**src/hdl/bpu_pkg.sv**
```systemverilog
// Shared types and constants of the bitmap pixel unpacker.
package bpu_pkg;

  // Pixel format register codes
  localparam logic [3:0] FMT_1BPP   = 4'd0;
  localparam logic [3:0] FMT_4BPP   = 4'd1;
  localparam logic [3:0] FMT_8BPP   = 4'd2;
  localparam logic [3:0] FMT_444    = 4'd3;
  localparam logic [3:0] FMT_555    = 4'd4;
  localparam logic [3:0] FMT_565    = 4'd5;
  localparam logic [3:0] FMT_666    = 4'd6;
  localparam logic [3:0] FMT_BGR24  = 4'd7;
  localparam logic [3:0] FMT_COPY32 = 4'd8;

  // Item modes
  localparam logic MODE_PAL_WR = 1'b0;
  localparam logic MODE_PIXEL  = 1'b1;

  localparam logic [7:0] ALPHA_OPAQUE = 8'hFF;
  localparam logic [2:0] LAST_SUB_1BPP = 3'd7;
  localparam logic [2:0] LAST_SUB_4BPP = 3'd1;

  // Queue between front and back
  localparam int QUEUE_DEPTH = 4;
  localparam int QPTR_W      = 2;
  localparam int QCNT_W      = 3;

  // What the back end has to do with a queued item
  typedef enum logic [2:0] {
    KIND_PAL_WR,
    KIND_LUT1,
    KIND_LUT4,
    KIND_LUT8,
    KIND_DIRECT
  } kind_e;

  typedef struct packed {
    kind_e       kind;
    logic [2:0]  last_sub;  // sub-pixel index of the final pixel
    logic [7:0]  idx;       // palette index or source byte
    logic [31:0] argb;      // decoded colour or palette write colour
  } entry_t;

endpackage

```
**src/hdl/bpu_queue.sv**
```systemverilog
// Short queue of classified items between front and back end.
module bpu_queue (
  input  logic            clk_i,
  input  logic            rst_ni,
  input  logic            push_i,
  input  bpu_pkg::entry_t entry_i,
  output logic            full_o,
  input  logic            pop_i,
  output logic            valid_o,
  output bpu_pkg::entry_t head_o
);

  bpu_pkg::entry_t                  slot_q [bpu_pkg::QUEUE_DEPTH];
  logic [bpu_pkg::QPTR_W-1:0]       wr_ptr_q, rd_ptr_q;
  logic [bpu_pkg::QCNT_W-1:0]       count_q;

  assign full_o  = count_q == bpu_pkg::QCNT_W'(bpu_pkg::QUEUE_DEPTH);
  assign valid_o = count_q != '0;
  assign head_o  = slot_q[rd_ptr_q];

  // Store pushed items
  always_ff @(posedge clk_i) begin
    if (push_i) begin
      slot_q[wr_ptr_q] <= entry_i;
    end
  end

  // Advance pointers and count
  always_ff @(posedge clk_i or negedge rst_ni) begin
    if (!rst_ni) begin
      wr_ptr_q <= '0;
      rd_ptr_q <= '0;
      count_q  <= '0;
    end else begin
      if (push_i) begin
        wr_ptr_q <= wr_ptr_q + 1'b1;
      end
      if (pop_i) begin
        rd_ptr_q <= rd_ptr_q + 1'b1;
      end
      if (push_i && !pop_i) begin
        count_q <= count_q + 1'b1;
      end else if (pop_i && !push_i) begin
        count_q <= count_q - 1'b1;
      end
    end
  end

endmodule

```
**config.mk**
```make
export PLATFORM = sky130hd
export DESIGN_NAME = bpu_queue
export DESIGN_NICKNAME = d
export VERILOG_FILES = /design/src/hdl/bpu_pkg.sv /design/src/hdl/bpu_queue.sv
export SDC_FILE = /design/constraint.sdc
export NUM_CORES = 1
export LEC_CHECK = 0
export BUFFER_PORTS_ARGS = -buffer_cell sky130_fd_sc_hd__buf_2
export CORE_AREA = 2 2 118 120
export CTS_CLUSTER_DIAMETER = 100
export DETAILED_ROUTE_END_ITERATION = 10
export DIE_AREA = 0 0 120 122
export GPL_ROUTABILITY_DRIVEN = 0
export PLACE_DENSITY = 0.7
export SLEW_MARGIN = 20
export SYNTH_ARGS = -nofsm -noshare
export SYNTH_HDL_FRONTEND = slang
export SYNTH_SLANG_ARGS = --single-unit
export TNS_END_PERCENT = 50
```
**constraint.sdc**
```tcl
create_clock -name clk_i -period 2.57 [get_ports clk_i]
set_clock_uncertainty 0.05 [all_clocks]
set_input_delay 0.6425 -clock clk_i [delete_from_list [all_inputs] [get_ports clk_i]]
set_output_delay 0.6425 -clock clk_i [all_outputs]
set_load 0.05 [all_outputs]
```
# Yosys cells after proc, flatten, opt, wreduce, memory -nomap -nowiden

Memory sizes are Yosys's and may differ from the RTL's.
Index checks and enable logic that the tools add are counted.

Register bits: 7
Memory bits (writable): 184
Input bits: 50
Output and inout port bits: 48
Word-level logic and storage cells: 19
Memories: 1

Add/sub/neg operators: 4
Equal/unequal tests: 1
Muxes and demuxes: 4
Reductions and logical operators: 6

Memory list:

| name   | depth | bits a word | read ports | clocked after memory_dff | wr ports | RTL line        | source |
|---|---|---|---|---|---|---|---|
| slot_q | 4     | 46          | 1          | 0                        | 1        | bpu_queue.sv:13 | `bpu_pkg::entry_t slot_q [bpu_pkg::QUEUE_DEPTH];` |

Operators by type and width:

| kind                | count |
|---|---|
| $mux 3              | 2 |
| $add 2x1->2 const B | 2 |
| $add 3x1->3 const B | 1 |
| $eq 3x3->1 const B  | 1 |
| $reduce_bool 3->1   | 1 |
| $sub 3x1->3 const B | 1 |
| $logic_and 1x1->1   | 2 |
| $logic_not 1->1     | 2 |
| $mux 1              | 2 |
| $reduce_bool 2->1   | 1 |

# Depth between registers and ports, before layout

Depth after elaboration: 4
Mapped depth: 7
Depth with buffers taken out: 7

# Worst setup path before layout

Ideal clock, no wire load.

Path kind: reg-to-output
From: reg count_q[0] (netlist name)
To: out full_o
Data arrival time: 1.594 ns
Data required time: 1.877 ns
Path slack: 0.283 ns
Stages on the path, launching flop included: 2
Path buffers: 0
Cells stage by stage: dfrtp_1 -> nor3b_1

Word-level cells in the longest chain between the ends: 1

RTL lines:

| what                   | RTL line        | source |
|---|---|---|
| start, declared        | bpu_queue.sv:15 | `logic [bpu_pkg::QCNT_W-1:0] count_q;` |
| start signal, assigned | bpu_queue.sv:42 | `count_q <= count_q + 1'b1;` |
| start signal, assigned | bpu_queue.sv:44 | `count_q <= count_q - 1'b1;` |
| $eq 3x3->1             | bpu_queue.sv:17 | `assign full_o = count_q == bpu_pkg::QCNT_W'(bpu_pkg::QUEUE_DEPTH);` |
| end, declared          | bpu_queue.sv:7  | `output logic full_o,` |

No other way between the ends.

==> summary.txt <==
Outcome
  • Result of the run: complete, no violations

Placed design
  • Hpwl dp: 6.951 mm
  • Count of placed standard cells including taps: 553
  • Placed standard-cell area: 0.007789 mm²
  • Count of port buffers added during placement: 97
  • Minimum setup slack after placement: 0.4038 ns

Pwr
  • Clock Power Share: 0.209
  • Net switching fraction of the power: 0.3620
  • Portion of total power attributed to combinational logic: 0.427
  • Net switching power figure: 4.244 mW
  • Leak Pwr: 3.029 nW
  • Sequential fraction of design power: 0.364
  • IR Drop Worst-Case VDD: 760.9 µV
  • Int Power: 7.479 mW
  • Power density of the placed cells: 1347 mW/mm²

Floorplan
  • Total Die Area: 0.01464 mm²
  • Number of cell rows: 43
  • Top-level port count: 98
  • Vertical die dimension: 122 µm
  • Width of the die: 120 µm
  • Core Footprint: 0.01350 mm²
  • Effective utilization at floorplan: 0.5202

Final layout
  • Post-Layout Cell Count: 588
  • Register cell area after layout: 0.005705 mm²
  • Antenna fix cells: 0
  • Area growth, synth to finish: 23.88%
  • Nets: 451
  • Area of the multi-input gates: 0.001242 mm²
  • Filler instances: 928
  • Fraction of final layout cells with drive strength greater than 1: 0.4681
  • Non-Filler Cell Area, Final: 0.008703 mm²

Job
  • Max_cap viols: 0

Setup path
  • Register-to-register setup slack: 1.00 ns
  • Critical Path AT: 1.87 ns
  • WP buf/inv: 2
  • Worst setup EP type: output port
  • Worst r2r dst: slot_q[1][13]
  • Family with the most delay on the worst path: multiplexers
  • Series of cell instances along the critical path: clkbuf_16 -> mux4_2 -> buf_6
  • Data required time of the critical path: 1.88 ns
  • Top fanout value on the critical path: 13
  • Cells on worst reg2reg path: 4
  • Reg-to-Reg Start: wr_ptr_q[1]
  • Kind of start point of the critical path: register
  • Slowest Stage Delay on Critical Path: 0.53 ns
  • Crit-path slowest cell: sky130_fd_sc_hd__mux4_2
  • Crit Path Category: reg -> out

Min path
  • Startpoint of the lowest-slack hold path: entry_i[40]
  • WHS Path Cells: 1
  • Hold Path Class: in -> reg
  • Worst Hold End: slot_q[3][40]

Drt
  • Number of DRC violations after detailed-routing iteration 0: 175
  • Wire length after detailed routing: 11.88 mm
  • Routed wire length per instance: 20.20 µm
  • Post-route antenna net violation count: 0
  • Final routed DRC violation total: 0
  • Vias/cell: 5.274
  • First-pass iteration count of the detailed router: 4
  • Via Count: 3101

Synth
  • Leading area contributor after synthesis: sky130_fd_sc_hd__edfxtp_1
  • Fraction of the mapped netlist area in adder cells: 0.01175
  • Count of state elements after synthesis: 191
  • Sequential area share after synthesis: 0.8114
  • Mapped Avg Cell Area: 25.64 µm²
  • Netlist cell types: 19
  • Simple-gate area share of the yosys netlist: 0.007124
  • Primary flip-flop cell chosen by synthesis mapping: sky130_fd_sc_hd__edfxtp_1
  • Most numerous cell in the Yosys netlist: sky130_fd_sc_hd__edfxtp_1
  • Leading post-synthesis cells by cell area: sky130_fd_sc_hd__edfxtp_1 79%, sky130_fd_sc_hd__mux4_2 15%, sky130_fd_sc_hd__dfrtp_1 2.5%
  • Count of flip-flops with a built-in enable after synthesis: 184
  • Top cell type's share of synthesized area: 0.7865
  • Portion of netlist area occupied by mux cells: 0.1491
  • Leading post-synthesis cells by instance count: 184 x sky130_fd_sc_hd__edfxtp_1, 46 x sky130_fd_sc_hd__mux4_2, 7 x sky130_fd_sc_hd__dfrtp_1
  • Syn_nets: 330
  • Synthesized-area fraction occupied by ao, oa, aoi and oai cells: 0.0007124
  • Post-synthesis instance area: 0.007025 mm²
  • Yosys warnings: 0
  • Xor and xnor area share after synthesis: 0.007480
  • Cell count after synthesis: 274
  • Largest family of logic cells by synthesized area: multiplexers
  • Synth async-reset ratio: 0.03665

Clock network
  • Clk root buf: sky130_fd_sc_hd__clkbuf_16
  • # H-tree levels: 4
  • Number of clock buffers inserted by TritonCTS: 17
  • TritonCTS clock tree: built
  • Register clock-pin slew on the reported worst setup and hold paths: 0.06 ns
  • CTS sink count: 191
  • Clock network latency to the later pin of the worst-skew pair: 0.42 ns
  • Maximum root-to-sink buffer count: 2

Global routing
  • Antenna violations before repair: 0
  • Total congestion overflow after global routing: 0
  • First-pass GRT wire length: 17.68 mm
  • Via count of the first global-routing pass: 3345
  • Maximum number of pins on one net before global-route repair: 28
  • Overall routing resource usage: 0.1703

STA
  • Actual transition at the worst max-transition pin: 0.4102 ns
  • Worst-case hold slack: 0.3766 ns
  • Final Max Slew Viols: 0
  • Endpoints failing setup: 0
  • Period utilization: 0.9970
  • Maximum clock rate: 0.3903 GHz
  • Setup repair after global routing missed its margin: yes
  • Min setup slack post-route: 0.007739 ns
  • Final count of hold timing violations: 0
  • Post-layout minimum cycle time: 2.562 ns
  • Relative slew slack: 0.7266
-- routing by layer --
layer / vias up / GRT usage / wire, µm
met5: - / 0 / 0
met4: 0 / 0.08162 / 187
met3: 13 / 0.04494 / 427
met2: 64 / 0.2820 / 6264
met1: 1614 / 0.2115 / 4999
li1: 1410 / - / -
-- sequential cells by signal, summed over array words and instances (netlist names) --
name      cells
count_q       3
slot_q      184
rd_ptr_q      2
wr_ptr_q      2
-- stage by stage --
stage,TNS [ns],power [mW],util
floorplan,0,7.638,-
global placement,0,8.530,0.5768
detailed placement,0,8.592,0.5768
CTS,-0.08753,11.64,0.6375
global route,-1.329,12.19,0.6445
finish,0,11.72,0.6445
-- cells by family after synthesis --
kind of cell	after synthesis
flops	191
mux	47
buf+inv	14
xor+xnor	6
compound gates	1
simple gates	9
fa+ha+maj	6
-- how the worst max path moves through the flow --
stage                     start    endpoint  slack [ns]  cells past startpoint
finish              rd_ptr_q[0]   head_o[2]       0.008                      3
global route        rd_ptr_q[0]   head_o[2]       -0.05                      3
CTS                 rd_ptr_q[0]  head_o[42]       -0.02                      3
global placement    rd_ptr_q[0]  head_o[42]        0.42                      3
floorplan            count_q[0]      full_o        0.28                      1
detailed placement  rd_ptr_q[0]  head_o[42]        0.40                      3
-- placed cells by master, fill, tap and decap left out, drive strengths merged --
master	instances
clkinv	3
edfxtp	184
or3	1
xnor2	2
and2	4
o21ai	1
mux4	46
ha	5
dfrtp	7
bufinv	1
inv	4
xor2	4
mux2	1
nor3b	1
fa	1
clkinvlp	2
dlygate4sd3	1
buf	109
clkbuf	28
nand2	2
nor2	1
-- power by group through the flow --
stage / clock, mW / sequential (mW) / combinational, mW
6_report: 2.45 / 4.27 / 5.01
5_1_grt: 2.63 / 4.31 / 5.25
4_1_cts: 2.50 / 4.26 / 4.88
3_5_place_dp: 0 / 4.32 / 4.27
3_3_place_gp: 0 / 4.28 / 4.25
2_1_floorplan: 0 / 4.27 / 3.37
-- worst register-to-register path: cells and delay by family (launching register included) --
kind                       cells  cell delay (ns)
adders and majority gates      1             0.14
buffers and inverters          2             0.46
DFF                            1             0.40
and+or+nand+nor                1             0.14
-- repair_timing --
action	CTS	global route
hold buffers	1	0
setup endpoints to repair	36	46
endpoints found under the hold margin	7	0
gates resized for setup	81	12
buffers inserted	0	0
gates cloned	0	2
-- final cells by class --
class | instances | area share
flip-flops and latches | 191 | 0.6555
multi-input cells | 69 | 0.1428
repair buffers | 112 | 0.1098
clock buffers | 26 | 0.05736
well taps | 180 | 0.02588
clock inverters | 6 | 0.006901
inverters | 4 | 0.001725
No activity file was read; power rests on OpenSTA's default activity.
